$ cat src/rtl/cpm_pkg.sv
// Shared constants and types for the comparison bit pattern matcher.
package cpm_pkg;

  localparam int SAMPLE_WIDTH     = 32;
  localparam int MAX_PATTERN_BITS = 64;
  localparam int MIN_PATTERN_BITS = 4;
  localparam int COUNT_W          = 32;
  localparam int PATTERN_LENGTH_W = 7;
  localparam int CFG_INDEX_W      = 1;
  localparam int CFG_DATA_W       = 64;
  localparam int OUT_TDATA_W      = 2 * COUNT_W;

  localparam logic [COUNT_W-1:0] COUNT_MAX = '1;

  // Register indexes of the configuration port.
  localparam logic [CFG_INDEX_W-1:0] REG_PATTERN_BITS   = CFG_INDEX_W'(0);
  localparam logic [CFG_INDEX_W-1:0] REG_PATTERN_LENGTH = CFG_INDEX_W'(1);

  // Per-step control shared by every cell of the chain.
  typedef struct packed {
    logic clear;    // end of text: drop the comparison history
    logic advance;  // a new comparison bit enters the chain
  } cell_ctrl_t;

  // One result transaction.
  typedef struct packed {
    logic [COUNT_W-1:0] match_total;
    logic [COUNT_W-1:0] match_start;
    logic               match_found;
  } result_t;

endpackage

$ cat src/rtl/cpm_cell.sv
// One cell of the comparison history chain: holds one comparison bit and flags a pattern mismatch.
module cpm_cell (
  input  logic              clk,
  input  logic              rst,
  input  cpm_pkg::cell_ctrl_t ctrl,
  input  logic              shift_in,
  input  logic              tgt_bit,
  input  logic              mask_bit,
  output logic              hist,
  output logic              miss
);
  import cpm_pkg::*;

  // Compare the bit this cell takes on this step against its aligned pattern bit.
  assign miss = mask_bit & (shift_in ^ tgt_bit);

  always_ff @(posedge clk) begin
    if (rst || ctrl.clear) begin
      hist <= 1'b0;
    end else if (ctrl.advance) begin
      hist <= shift_in;
    end
  end

endmodule

$ cat src/rtl/cpm_out_buf.sv
// Output register with a skid stage so the input side keeps flowing while a result waits.
module cpm_out_buf (
  input  logic             clk,
  input  logic             rst,
  input  logic             push,
  input  cpm_pkg::result_t push_data,
  output logic             push_ready,
  output logic             out_valid,
  output cpm_pkg::result_t out_data,
  input  logic             out_ready
);
  import cpm_pkg::*;

  logic    skid_valid;
  result_t skid_data;

  assign push_ready = !skid_valid;

  always_ff @(posedge clk) begin
    if (rst) begin
      out_valid  <= 1'b0;
      skid_valid <= 1'b0;
    end else if (out_ready || !out_valid) begin
      if (skid_valid) begin
        out_valid  <= 1'b1;
        skid_valid <= 1'b0;
      end else begin
        out_valid <= push;
      end
    end else if (push) begin
      skid_valid <= 1'b1;
    end
  end

  always_ff @(posedge clk) begin
    if (out_ready || !out_valid) begin
      out_data <= skid_valid ? skid_data : push_data;
    end else if (push) begin
      skid_data <= push_data;
    end
  end

endmodule

$ cat src/rtl/comparison_bit_pattern_matcher_top.sv
// Top level of the comparison bit pattern matcher: cell chain, text counters and output buffer.
//
//  channel  | direction | handshake          | payload
//  ---------+-----------+--------------------+------------------------------------------
//  s_*      | in        | s_tvalid/s_tready  | s_tdata = sample, s_tlast = last_sample
//  m_*      | out       | m_tvalid/m_tready  | m_tdata = match_start, match_total;
//           |           |                    | m_tuser = match_found
//  cfg_*    | in        | cfg_wr_en          | cfg_index selects register, cfg_data
//
// One sample is taken per cycle while s_tready is high; each produces exactly one result transaction.
// That result is registered in the output register, or in the skid stage while the output is stalled.
// A chain of MAX_PATTERN_BITS cells holds the comparison history, newest in the
// top cell; each step after the first of a text shifts the row down one cell.
// Each of the top pattern_length cells checks its new bit against its aligned
// pattern bit, so a match needs no mismatch, a valid pattern_length and enough comparisons.
// A skid stage behind the output register lets the input keep flowing for one
// more transaction while m_tready is low; s_tready drops only once that stage
// is full. rst is synchronous and clears all control state; the registers
// return to pattern_bits 0, pattern_length 4.
module comparison_bit_pattern_matcher_top (
  input  logic                                   clk,
  input  logic                                   rst,
  // configuration write port
  input  logic                                   cfg_wr_en,
  input  logic [cpm_pkg::CFG_INDEX_W-1:0]        cfg_index,
  input  logic [cpm_pkg::CFG_DATA_W-1:0]         cfg_data,
  // sample stream
  input  logic                                   s_tvalid,
  output logic                                   s_tready,
  input  logic [cpm_pkg::SAMPLE_WIDTH-1:0]       s_tdata,   // [31:0] sample
  input  logic                                   s_tlast,   // last_sample
  // result stream
  output logic                                   m_tvalid,
  input  logic                                   m_tready,
  output logic [cpm_pkg::OUT_TDATA_W-1:0]        m_tdata,   // [31:0] match_start,
                                                            // [63:32] match_total
  output logic                                   m_tuser    // match_found
);
  import cpm_pkg::*;

  // Configuration registers.
  logic [MAX_PATTERN_BITS-1:0] pattern_bits;
  logic [PATTERN_LENGTH_W-1:0] pattern_length;

  always_ff @(posedge clk) begin
    if (rst) begin
      pattern_bits   <= '0;
      pattern_length <= PATTERN_LENGTH_W'(MIN_PATTERN_BITS);
    end else if (cfg_wr_en) begin
      unique case (cfg_index)
        REG_PATTERN_BITS:   pattern_bits   <= cfg_data[MAX_PATTERN_BITS-1:0];
        REG_PATTERN_LENGTH: pattern_length <= cfg_data[PATTERN_LENGTH_W-1:0];
      endcase
    end
  end

  // Per-text state.
  logic [SAMPLE_WIDTH-1:0] previous_value;
  logic [COUNT_W-1:0]      samples_seen;
  logic [COUNT_W-1:0]      matches_counted;

  logic       accept;
  logic       has_prev;
  logic       cmp_bit;
  cell_ctrl_t ctrl;

  assign accept   = s_tvalid && s_tready;
  assign has_prev = (samples_seen != '0);
  // Earlier sample strictly greater, signed compare.
  assign cmp_bit  = $signed(previous_value) > $signed(s_tdata);

  assign ctrl.clear   = accept && s_tlast;
  assign ctrl.advance = accept && has_prev;

  // Align the pattern to the top pattern_length cells: pattern bit 0 meets
  // the oldest comparison of the window, the top bit the newest one.
  logic [PATTERN_LENGTH_W-1:0] shamt;
  logic [MAX_PATTERN_BITS-1:0] target;
  logic [MAX_PATTERN_BITS-1:0] mask;

  assign shamt  = PATTERN_LENGTH_W'(MAX_PATTERN_BITS) - pattern_length;
  assign target = pattern_bits << shamt;
  assign mask   = {MAX_PATTERN_BITS{1'b1}} << shamt;

  // Cell chain: the new comparison enters the top cell, each cell hands its
  // bit down to its lower neighbor.
  logic [MAX_PATTERN_BITS-1:0] hist;
  logic [MAX_PATTERN_BITS-1:0] miss;

  for (genvar k = 0; k < MAX_PATTERN_BITS; k++) begin : g_cell
    logic shift_in;
    if (k == MAX_PATTERN_BITS - 1) begin : g_top
      assign shift_in = cmp_bit;
    end else begin : g_rest
      assign shift_in = hist[k+1];
    end
    cpm_cell u_cell (
      .clk      (clk),
      .rst      (rst),
      .ctrl     (ctrl),
      .shift_in (shift_in),
      .tgt_bit  (target[k]),
      .mask_bit (mask[k]),
      .hist     (hist[k]),
      .miss     (miss[k])
    );
  end

  // Match decision and counters.
  logic                        length_ok;
  logic                        enough;
  logic                        found;
  logic [COUNT_W-1:0]          start;
  logic [COUNT_W-1:0]          total_next;
  logic [COUNT_W-1:0]          seen_next;

  assign length_ok = (pattern_length >= PATTERN_LENGTH_W'(MIN_PATTERN_BITS)) &&
                     (pattern_length <= PATTERN_LENGTH_W'(MAX_PATTERN_BITS));
  // The window needs pattern_length comparisons inside this text.
  assign enough    = (samples_seen >= COUNT_W'(pattern_length));
  assign found     = has_prev && length_ok && enough && (miss == '0);
  assign start     = found ? (samples_seen - COUNT_W'(pattern_length)) : '0;
  assign total_next = (found && (matches_counted != COUNT_MAX)) ?
                      matches_counted + COUNT_W'(1) : matches_counted;
  assign seen_next  = (samples_seen != COUNT_MAX) ?
                      samples_seen + COUNT_W'(1) : samples_seen;

  always_ff @(posedge clk) begin
    if (rst) begin
      previous_value  <= '0;
      samples_seen    <= '0;
      matches_counted <= '0;
    end else if (accept) begin
      if (s_tlast) begin
        // End of text: drop all per-text state.
        previous_value  <= '0;
        samples_seen    <= '0;
        matches_counted <= '0;
      end else begin
        previous_value  <= s_tdata;
        samples_seen    <= seen_next;
        matches_counted <= total_next;
      end
    end
  end

  // Result transaction and output buffering.
  result_t res;
  result_t out_res;

  assign res.match_found = found;
  assign res.match_start = start;
  assign res.match_total = total_next;

  cpm_out_buf u_out_buf (
    .clk        (clk),
    .rst        (rst),
    .push       (accept),
    .push_data  (res),
    .push_ready (s_tready),
    .out_valid  (m_tvalid),
    .out_data   (out_res),
    .out_ready  (m_tready)
  );

  assign m_tdata = {out_res.match_total, out_res.match_start};
  assign m_tuser = out_res.match_found;

endmodule
$ cat config.mk
export PLATFORM = sky130hd
export DESIGN_NAME = comparison_bit_pattern_matcher_top
export DESIGN_NICKNAME = d
export VERILOG_FILES = /design/src/rtl/cpm_pkg.sv /design/src/rtl/cpm_cell.sv /design/src/rtl/cpm_out_buf.sv /design/src/rtl/comparison_bit_pattern_matcher_top.sv
export SDC_FILE = /design/constraint.sdc
export NUM_CORES = 1
export LEC_CHECK = 0
export BUFFER_PORTS_ARGS = -buffer_cell sky130_fd_sc_hd__clkbuf_2
export CAP_MARGIN = 10
export CORE_UTILIZATION = 62
export DETAILED_ROUTE_END_ITERATION = 7
export PLACE_DENSITY_LB_ADDON = 0.3
export SLEW_MARGIN = 20
export SYNTH_ARGS = -nofsm -noshare
export SYNTH_HDL_FRONTEND = slang
export SYNTH_SLANG_ARGS = --single-unit
$ cat constraint.sdc
create_clock -name clk -period 6.9 [get_ports clk]
set_input_delay 1.38 -clock clk [delete_from_list [all_inputs] [get_ports clk]]
set_output_delay 1.38 -clock clk [all_outputs]
set_load 0.02 [all_outputs]
# ---- Word level (Yosys, flattened, before mapping)
# Index checks and enable logic that the tools add are counted.
dict set report totals {
  output_inout_bits 67
  register_bits 362
}
dict set report classes {
  order_cmp 4
  reduce_logical 20
  muxes 8
  n_eq_ne 2
  n_addsub 4
  bitwise 130
  shifts 2
}
# op n
set op_table {}
lappend op_table {{32-bit two-way mux} 6}
lappend op_table {{65-bit two-way mux} 1}
lappend op_table {{32-bit by 1-bit adder with 32-bit output (second input constant)} 2}
lappend op_table {{1-bit AND} 64}
lappend op_table {{64-bit logical NOT} 1}
lappend op_table {{32-bit inequality test (second input constant)} 2}
lappend op_table {{64-bit by 7-bit << shifter with 64-bit output} 1}
lappend op_table {{64-bit by 7-bit << shifter with 64-bit output (first input constant)} 1}
lappend op_table {{1-bit XOR} 64}
lappend op_table {{32-bit by 7-bit >= comparator with 1-bit output} 1}
lappend op_table {{32-bit greater-than comparator} 1}
lappend op_table {{32-bit nonzero test} 1}
lappend op_table {{32-bit by 7-bit subtractor with 32-bit output} 1}
lappend op_table {{1-bit logical AND} 8}
lappend op_table {{2-bit AND reduction} 4}
lappend op_table {{7-bit by 3-bit >= comparator with 1-bit output (second input constant)} 1}
lappend op_table {{7-bit less-or-equal comparator (second input constant)} 1}
lappend op_table {{7-bit subtractor (first input constant)} 1}
lappend op_table {{1-bit logical NOT} 2}
lappend op_table {{1-bit logical OR} 2}
lappend op_table {{1-bit inverter} 2}
lappend op_table {{2-bit nonzero test} 1}
lappend op_table {{2-bit OR reduction} 1}
lappend op_table {{1-bit two-way mux} 1}

# ---- Logic depth before layout (Yosys ltp)
# Gate-level depths: netlist of the first run.
dict set report logic_depth {
  ltp_word 9
  ltp_mapped 27
}

# ---- Cells and area by module
# Synthesis of the first run repeated with hierarchy kept, for this count alone.
dict set report hier_totals {
  cells_unflattened 2482
  hier_area_um2 22385.2
}
# mod cells_per_inst area_per_inst_um2 instances
set modules_own_cells {}
lappend modules_own_cells {comparison_bit_pattern_matcher_top 1951 14308.7 1}
lappend modules_own_cells {cpm_out_buf 211 4873.4 1}
lappend modules_own_cells {cpm_cell 5 50.0 64}

# ---- Worst setup path after synthesis of the first run
# Ideal clock, no wire load.
dict set report synth_timing {
  path_type {input to register}
  start {input port m_tready}
  end {register u_out_buf.skid_data[0] in the netlist's numbering, enable pin}
  t_arrival_ns 5.882
  required_time_ns 6.411
  setup_slack_ns 0.530
  n_path_buf 0
  stages 2
  cell_sequence {nand2b_1 nor2_1}
}
dict set report synth_via {
  elab_chain_len 3
}
# item line_no
set synth_lines {}
lappend synth_lines {{start: declaration} comparison_bit_pattern_matcher_top.sv:34} ;# input logic m_tready,
lappend synth_lines {{1-bit logical OR} cpm_out_buf.sv:36} ;# if (out_ready || !out_valid) begin
lappend synth_lines {{1-bit inverter (no line)} -}
lappend synth_lines {{2-bit AND reduction (no line)} -}
lappend synth_lines {{end signal: assignment} cpm_out_buf.sv:39} ;# skid_data <= push_data;
lappend synth_lines {{end: declaration} cpm_out_buf.sv:15} ;# result_t skid_data;
# Every way passes these cells.
# A chain may end at the register's enable or synchronous reset.

# ---- Final worst setup path of the first run
dict set report layout_timing {
  start {register pattern_length[1]}
  end {register u_out_buf.out_data[57] in the netlist's numbering (data pin)}
}
dict set report layout_via {
  elab_chain_len 9
}
# item line_no
set layout_lines {}
lappend layout_lines {{start: declaration} comparison_bit_pattern_matcher_top.sv:43} ;# logic [PATTERN_LENGTH_W-1:0] pattern_length;
lappend layout_lines {{start signal: assignment} comparison_bit_pattern_matcher_top.sv:48} ;# pattern_length <= PATTERN_LENGTH_W'(MIN_PATTERN_BITS);
lappend layout_lines {{start signal: assignment} comparison_bit_pattern_matcher_top.sv:52} ;# REG_PATTERN_LENGTH: pattern_length <= cfg_data[PATTERN_LENGTH_W-1:0];
lappend layout_lines {{7-bit subtractor} comparison_bit_pattern_matcher_top.sv:81} ;# assign shamt = PATTERN_LENGTH_W'(MAX_PATTERN_BITS) - pattern_length;
lappend layout_lines {{64-bit by 7-bit << shifter with 64-bit output} comparison_bit_pattern_matcher_top.sv:82} ;# assign target = pattern_bits << shamt;
lappend layout_lines {{1-bit XOR} cpm_cell.sv:15} ;# assign miss = mask_bit & (shift_in ^ tgt_bit);
lappend layout_lines {{1-bit AND} cpm_cell.sv:15}
lappend layout_lines {{64-bit logical NOT} comparison_bit_pattern_matcher_top.sv:121} ;# assign found = has_prev && length_ok && enough && (miss == '0);
lappend layout_lines {{1-bit logical AND (*)} comparison_bit_pattern_matcher_top.sv:121}
lappend layout_lines {{1-bit logical AND (*)} comparison_bit_pattern_matcher_top.sv:123} ;# assign total_next = (found && (matches_counted != COUNT_MAX)) ?
lappend layout_lines {{32-bit two-way mux (*)} comparison_bit_pattern_matcher_top.sv:123}
lappend layout_lines {{named net total_next[24]} comparison_bit_pattern_matcher_top.sv:114} ;# logic [COUNT_W-1:0] total_next;
lappend layout_lines {{65-bit two-way mux (*)} cpm_out_buf.sv:37} ;# out_data <= skid_valid ? skid_data : push_data;
lappend layout_lines {{end signal: assignment} cpm_out_buf.sv:37}
lappend layout_lines {{end: declaration} cpm_out_buf.sv:9} ;# output cpm_pkg::result_t out_data,
# Mark *: on every way through the listed nets, which the timed path passes. The rest lies on a longest branch.

==> results.py, run 1 <==
metrics = {
    "global_route": {
        "antenna_found_initial": 0,
        "grt_pass1_wl_mm": 118.9,
        "grt_overflow": 0,
        "grt_max_degree": 95,
        "grt_usage": 0.3963,
        "grt_pass1_vias": 20450,
    },
    "synth": {
        "synth-seq-area-share": 0.3602,
        "synth_cell_types": 99,
        "synth_ff_type": "dfxtp_1",
        "ys_warn_count": 0,
        "syn-cell-area_um2": 23730,
        "synth_edf_count": 130,
        "syn_area_per_cell_um2": 8.969,
        "synthCells": 2646,
        "ys_ff_latch": 362,
        "syn_nets": 2796,
        "async_flop_share": 0,
    },
    "placement": {
        "place_hpwl_mm": 56.19,
        "io_buffers": 169,
        "gp_congestion": 1.039,
        "place_area_um2": 24950,
    },
    "sta": {
        "setup_tns_ns": 0,
        "period_share": 0.9378,
        "tightest_slew_ns": 1.182,
        "setup_viol": 0,
        "finalMaxSlewViolations": 0,
        "max_freq_ghz": 0.1545,
        "period_needed_ns": 6.471,
        "whs_ns": 0.4558,
        "fin_skew_ns": 0.02280,
        "hold_violations": 0,
        "rsz0062_at_grt": "no",
        "relSlewSlack": 0.2119,
    },
    "drt": {
        "routedWlPerCell_um": 23.81,
        "drtIter0Drc": 2272,
        "postRouteAntennaNets": 0,
        "wl_mm": 77.51,
        "vias_per_cell": 6.721,
        "num_vias": 21880,
        "firstDrtPassIters": 6,
        "route.detailed.drc": 0,
    },
    "clocking": {
        "clock_sinks": 362,
        "post-cts-setup-buffers": 0,
        "cts_max_path_buffers": 3,
        "path_clk_slew_ns": 0.06,
        "cts_buffers": 37,
        "cts.repair.resized": 0,
        "postCtsHoldBufs": 0,
        "cts_tree": "yes",
        "htree_num_levels": 2,
        "clk_latency_ns": 0.58,
        "cts-root-buf": "clkbuf_16",
    },
    "floorplan": {
        "start_util": 0.6301,
        "num_io_pins": 170,
        "rows": 71,
        "die_h_um": 197.7,
        "core_area_um2": 37670,
        "die_x_um": 197.7,
        "fp.dieArea_um2": 39070,
    },
    "worst_setup_path": {
        "regToRegSetupSlack_ns": 0.43,
        "start_kind": "register",
        "cp_common_cell": "mux2_2",
        "critical_path.max_stage_delay_ns": 0.77,
        "endpoint_kind": "register",
        "critPathArrivalTime_ns": 6.80,
        "crit_fanout": 35,
        "path_cells": "inv_1 -> ha_4 -> buf_4 -> mux2_2 -> mux2_2 -> mux4_2 -> and2_1 -> nor4_1 -> o2111ai_1 -> nor4_1 -> o2111ai_2 -> buf_4 -> nor4_2 -> nand2_1 -> xnor2_1 -> mux2_2",
        "critPathKind": "reg -> reg",
        "required_ns": 7.23,
        "worst_path_max_delay_cell": "nor4_1",
    },
    "job": {
        "drv_cap": 0,
    },
    "final_layout": {
        "area_growth_pct": 10.23,
        "fin_area_um2": 26160,
        "drive_gt1_frac": 0.1840,
        "num_antenna_cells": 0,
        "layout.nets": 2866,
    },
    "hold_path": {
        "hold_class": "reg -> reg",
    },
    "status": {
        "status": "completed",
    },
    "pwr": {
        "ir_worst_vdd_v": 0.0003042,
        "power_density_nw_per_um2": 209.9,
        "p_leak_uw": 0.01010,
    },
}
[sequential cells by signal (all words and copies together), names as in the netlist]
signal and cells:
g_cell.u_cell.hist 63, matches_counted 32, pattern_bits 64, pattern_length 7
previous_value 32, samples_seen 32, u_out_buf.out_data 65, u_out_buf.out_valid 1
u_out_buf.skid_data 65, u_out_buf.skid_valid 1
[per-stage QoR]
step | util | cells | power (uW) | worst slack (ns)
5_1_grt | 0.6945 | 3255 | 5649 | 0.1079
3_5_place_dp | 0.6624 | 3188 | 3488 | 0.5489
3_3_place_gp | 0.6624 | 3188 | 3471 | 0.7636
6_report | 0.6945 | 3255 | 5491 | 0.4290
4_1_cts | 0.6943 | 3255 | 5472 | 0.5166
2_1_floorplan | - | 2646 | 3119 | 0.5297
[worst max-delay path, delay by kind of cell (launching register included)]
family,cells,cell delay [ns]
AOI/OAI and AO/OA,2,0.37
buffers and inverters,3,0.77
and+or+nand+nor,5,2.07
muxes,4,1.52
DFF,1,0.62
adders and majority gates,1,0.64
xor gates and xnor gates,1,0.20
[cells by family (layout without fill, tap and decap cells)]
logic type,Yosys count,after routing,synth area share
buffers and inverters,281,379,0.05135
AO/OA/AOI/OAI,559,559,0.1524
flip-flops,362,362,0.3602
XOR/XNOR,136,136,0.05082
multiplexers,243,243,0.1562
adder cells (fa/ha/maj),47,47,0.02509
AND/OR/NAND/NOR,1018,1018,0.2040
[path summary, 6_finish.rpt]
path | start | end | depth (start not counted)
worst min register to register | previous_value[0] | previous_value[0] | 2
worst max register to register | pattern_length[1] | u_out_buf.out_data[57] | 16
worst max-delay path | pattern_length[1] | u_out_buf.out_data[57] | 16
worst min-delay path | previous_value[0] | previous_value[0] | 2
[synthesized netlist by cell type, types with 9 or more instances]
library cell    n  area, um2
o22ai_1         9      56.30
o211ai_1       10      75.07
xor2_1         61      534.3
xnor2_1        73      639.4
buf_4          10      75.07
and2_1         20      125.1
o31ai_1        42      315.3
a21oi_1       238       1191
a22oi_1        14      105.1
nand2_1       416       1562
a2111oi_0       9      78.83
nor3b_1        11      82.58
dfxtp_1       232       4644
a21o_1         18      135.1
nor4_1         31      193.9
nand4_1        52      325.3
edfxtp_1      130       3904
a211oi_1       21      157.7
or4_1          10      75.07
nand2b_1       16      100.1
o21ai_0        66      330.3
mux2i_1        79      790.8
nor2_1        170      638.1
nor2b_1        15      93.84
a31oi_1        21      131.4
inv_1          76      285.3
or3_1          15      93.84
and3_1         38      237.7
nor3_1         81      405.4
nand3_1       102      510.5
clkbuf_1      127      476.7
ha_1           46      575.6
a21boi_0        9      67.56
buf_2          35      175.2
buf_1          20      75.07
mux2_2         69      777.0
buf_6          11      123.9
mux4_2         95       2140
[layout make-up]
class                           instances  area [um2]
Clock buffer                           56        1069
Inverter                               78       292.8
Timing Repair Buffer                  234        1374
Sequential cell                       362        8553
Multi-Input combinational cell       2003       14100
Clock inverter                         11       133.9
Fill cell                            2866       11510
Tap cell                              511       639.4
[power by group]
group	switching [uW]	internal, uW	total [uW]
combinational	745	409	1150
sequential	56.6	2270	2330
clock	856	1150	2010
[metal layers]
layer,routed length (um),track usage,vias to the layer above
li1,-,-,9878
met1,30640,0.5068,10540
met3,6091,0.05634,261
met5,0,0,-
met4,4525,0.2116,0
met2,36250,0.6505,1201
[layout by cell type (no fill, tap or decap), types with 8 or more instances in the layout]
cell type,instances
a2111oi_0,9
a211oi_1,21
a21boi_0,9
a21o_1,18
a21oi_1,238
a22oi_1,14
a31oi_1,20
and2_1,20
and3_1,38
and4_1,8
buf_4,63
clkbuf_1,13
clkbuf_16,38
clkbuf_2,168
dfxtp_1,230
edfxtp_1,130
ha_1,44
inv_1,75
mux2_2,69
mux2i_1,79
mux4_2,95
nand2_1,415
nand2b_1,14
nand3_1,102
nand4_1,52
nor2_1,167
nor2b_1,14
nor3_1,81
nor3b_1,11
nor4_1,31
o211ai_1,10
o21ai_0,66
o22ai_1,8
o31ai_1,41
or3_1,15
or4_1,10
xnor2_1,73
xor2_1,61
No activity file was read; power rests on OpenSTA's default activity.
==> inputs of run 2 (changes only) <==
Clock period 6.9 ns to 6.3 ns, I/O delays scaled along.
==> results.py, run 2 (synthesis results as in run 1) <==
metrics = {
    "worst_setup_path": {
        "timing.rr.start": "pattern_length[1]",
        "r2r_cells": 16,
        "worst_path_max_delay_cell": "mux4_2",
        "worst_r2r_endpoint": "u_out_buf.out_data[20]",
        "worst-path-buf-inv": 4,
        "path_cells": "inv_1 -> ha_4 -> inv_1 -> ha_4 -> mux4_2 -> mux4_2 -> a221oi_1 -> buf_4 -> mux2i_1 -> o2111ai_1 -> nor4_1 -> nand4b_1 -> or4_1 -> a2111o_2 -> buf_4 -> o31ai_1",
        "required_ns": 6.66,
        "critical_path.max_stage_delay_ns": 0.61,
        "start_kind": "register",
        "critPathKind": "reg -> reg",
        "endpoint_kind": "register",
        "crit_fanout": 29,
        "cpLargestDelayFamily": "compound AO/OA/AOI/OAI gates",
        "critPathArrivalTime_ns": 6.33,
        "regToRegSetupSlack_ns": 0.33,
    },
    "hold_path": {
        "hold_class": "reg -> reg",
        "holdPathStages": 2,
        "worst_hold_path.endpoint": "pattern_bits[63]",
        "holdCritStartpoint": "pattern_bits[63]",
    },
    "global_route": {
        "grtUsageMet1": 0.5089,
        "grt_pass1_vias": 20890,
        "grt_util_met3": 0.06368,
        "met2_usage": 0.6363,
        "antenna_found_initial": 1,
        "grt_pass1_wl_mm": 120.1,
        "grt.busiest_layer": "met2",
        "grt_usage": 0.3985,
        "grt_overflow": 0,
        "grt_max_degree": 104,
    },
    "sta": {
        "tightest_slew_ns": 1.144,
        "period_needed_ns": 5.968,
        "hold_violations": 0,
        "finalMaxSlewViolations": 0,
        "max_freq_ghz": 0.1676,
        "relSlewSlack": 0.2376,
        "setup_ws_ns": 0.3325,
        "period_share": 0.9472,
        "setup_tns_ns": 0,
        "fin_skew_ns": 0.02273,
        "rsz0062_at_grt": "no",
        "setup_viol": 0,
        "whs_ns": 0.4604,
    },
    "floorplan": {
        "num_io_pins": 170,
        "start_util": 0.6301,
        "core_area_um2": 37670,
        "fp.dieArea_um2": 39070,
        "die_h_um": 197.7,
        "rows": 71,
        "die_x_um": 197.7,
    },
    "final_layout": {
        "num_antenna_cells": 0,
        "layout_common_cells": "nand2_1, a21oi_1, dfxtp_1, nor2_1, clkbuf_2",
        "layout_commonest_cell": "nand2_1",
        "top_regs": "u_out_buf.out_data x65, u_out_buf.skid_data x65, pattern_bits x64",
        "area_growth_pct": 11.08,
        "fin_cells": 3280,
        "drive_gt1_frac": 0.1947,
        "layout.nets": 2893,
        "filler_cell_count": 2845,
    },
    "clocking": {
        "clock_sinks": 362,
        "postCtsHoldBufs": 0,
        "cts-root-buf": "clkbuf_16",
        "cts_tree": "yes",
        "cts_max_path_buffers": 3,
        "clk_latency_ns": 0.58,
        "path_clk_slew_ns": 0.06,
        "cts_buffers": 37,
        "htree_num_levels": 2,
    },
    "pwr": {
        "p_leak_uw": 0.01023,
        "ir_worst_vdd_v": 0.0002381,
        "power_density_nw_per_um2": 227.2,
    },
    "drt": {
        "firstDrtPassIters": 6,
        "num_vias": 22000,
        "drtIter0Drc": 2205,
        "postRouteAntennaNets": 0,
        "route.detailed.drc": 0,
        "wl_mm": 77.50,
        "routedWlPerCell_um": 23.63,
        "vias_per_cell": 6.706,
    },
    "placement": {
        "place_hpwl_mm": 56.05,
        "io_buffers": 169,
        "dp_slack_ns": 0.2767,
        "place_inst": 3214,
        "gp_congestion": 1.077,
    },
    "status": {
        "status": "completed",
    },
    "job": {
        "drv_cap": 0,
    },
}
==> run 2: cell types whose count changed in the layout (fill, tap and decap cells not counted), moves of 3 or more <==
cell	before	now
clkbuf_8	5	9
buf_12	3	6
clkinv_2	4	7
clkbuf_1	13	7
buf_4	63	87
==> run 2: per-stage QoR <==
stage | util | instance area (um2) | power, uW
floorplan | - | 23730 | 3416
global placement | 0.6686 | 25180 | 3828
detailed placement | 0.6686 | 25180 | 3845
CTS | 0.6995 | 26350 | 5960
global route | 0.6999 | 26360 | 6159
finish | 0.6999 | 26360 | 5990
==> run 2: worst max-delay path by stage <==
stage | startpoint | end | slack (ns) | cells past startpoint
final | pattern_length[1] | u_out_buf.out_data[20] | 0.33 | 16
after floorplan | m_tready | u_out_buf.skid_data[0] | 0.05 | 2
after global placement | pattern_length[1] | u_out_buf.out_data[33] | 0.41 | 16
after global routing | pattern_length[1] | u_out_buf.out_data[20] | 0.07 | 16
after detailed placement | pattern_length[1] | u_out_buf.out_data[16] | 0.28 | 16
after CTS | pattern_length[1] | u_out_buf.out_data[20] | 0.23 | 16
==> run 2: area by class of cell <==
type | count | area [um2] | share of cell area
Inverter | 78 | 292.8 | 0.01111
Multi-Input combinational cell | 2003 | 14100 | 0.5347
Sequential cell | 362 | 8556 | 0.3246
Timing Repair Buffer | 261 | 1614 | 0.06123
Tap cell | 511 | 639.4 | 0.02425
Clock inverter | 12 | 87.58 | 0.003322
Clock buffer | 53 | 1076 | 0.04082
==> run 2: power breakdown <==
| group | internal [uW] | total [uW] | switching [uW] |
|---|---|---|---|
| Sequential | 2490 | 2550 | 61.7 |
| Clock | 1200 | 2140 | 946 |
| Combinational | 467 | 1300 | 831 |
==> run 2: worst register-to-register path: stages, from the launching register on <==
cell and delay, ns:
dfxtp_2 0.40, inv_1 0.23, ha_4 0.21, inv_1 0.07, ha_4 0.51, mux4_2 0.63
mux4_2 0.52, a221oi_1 0.44, buf_4 0.21, mux2i_1 0.26, o2111ai_1 0.20, nor4_1 0.38
nand4b_1 0.13, or4_1 0.53, a2111o_2 0.45, buf_4 0.27, o31ai_1 0.33
==> run 2: routing by layer <==
| metal | up-vias | part of all wire |
|---|---|---|
| li1 | 9911 | - |
| met1 | 10510 | 0.39 |
| met2 | 1264 | 0.46 |
| met3 | 313 | 0.087 |
| met4 | 0 | 0.066 |
| met5 | - | 0 |
==> run 2: timing repair <==
item	4_1_cts	5_1_grt
gates resized for setup	0	2
endpoints found under the hold margin	0	0
buffers inserted	0	1
endpoints found under the setup margin	0	43
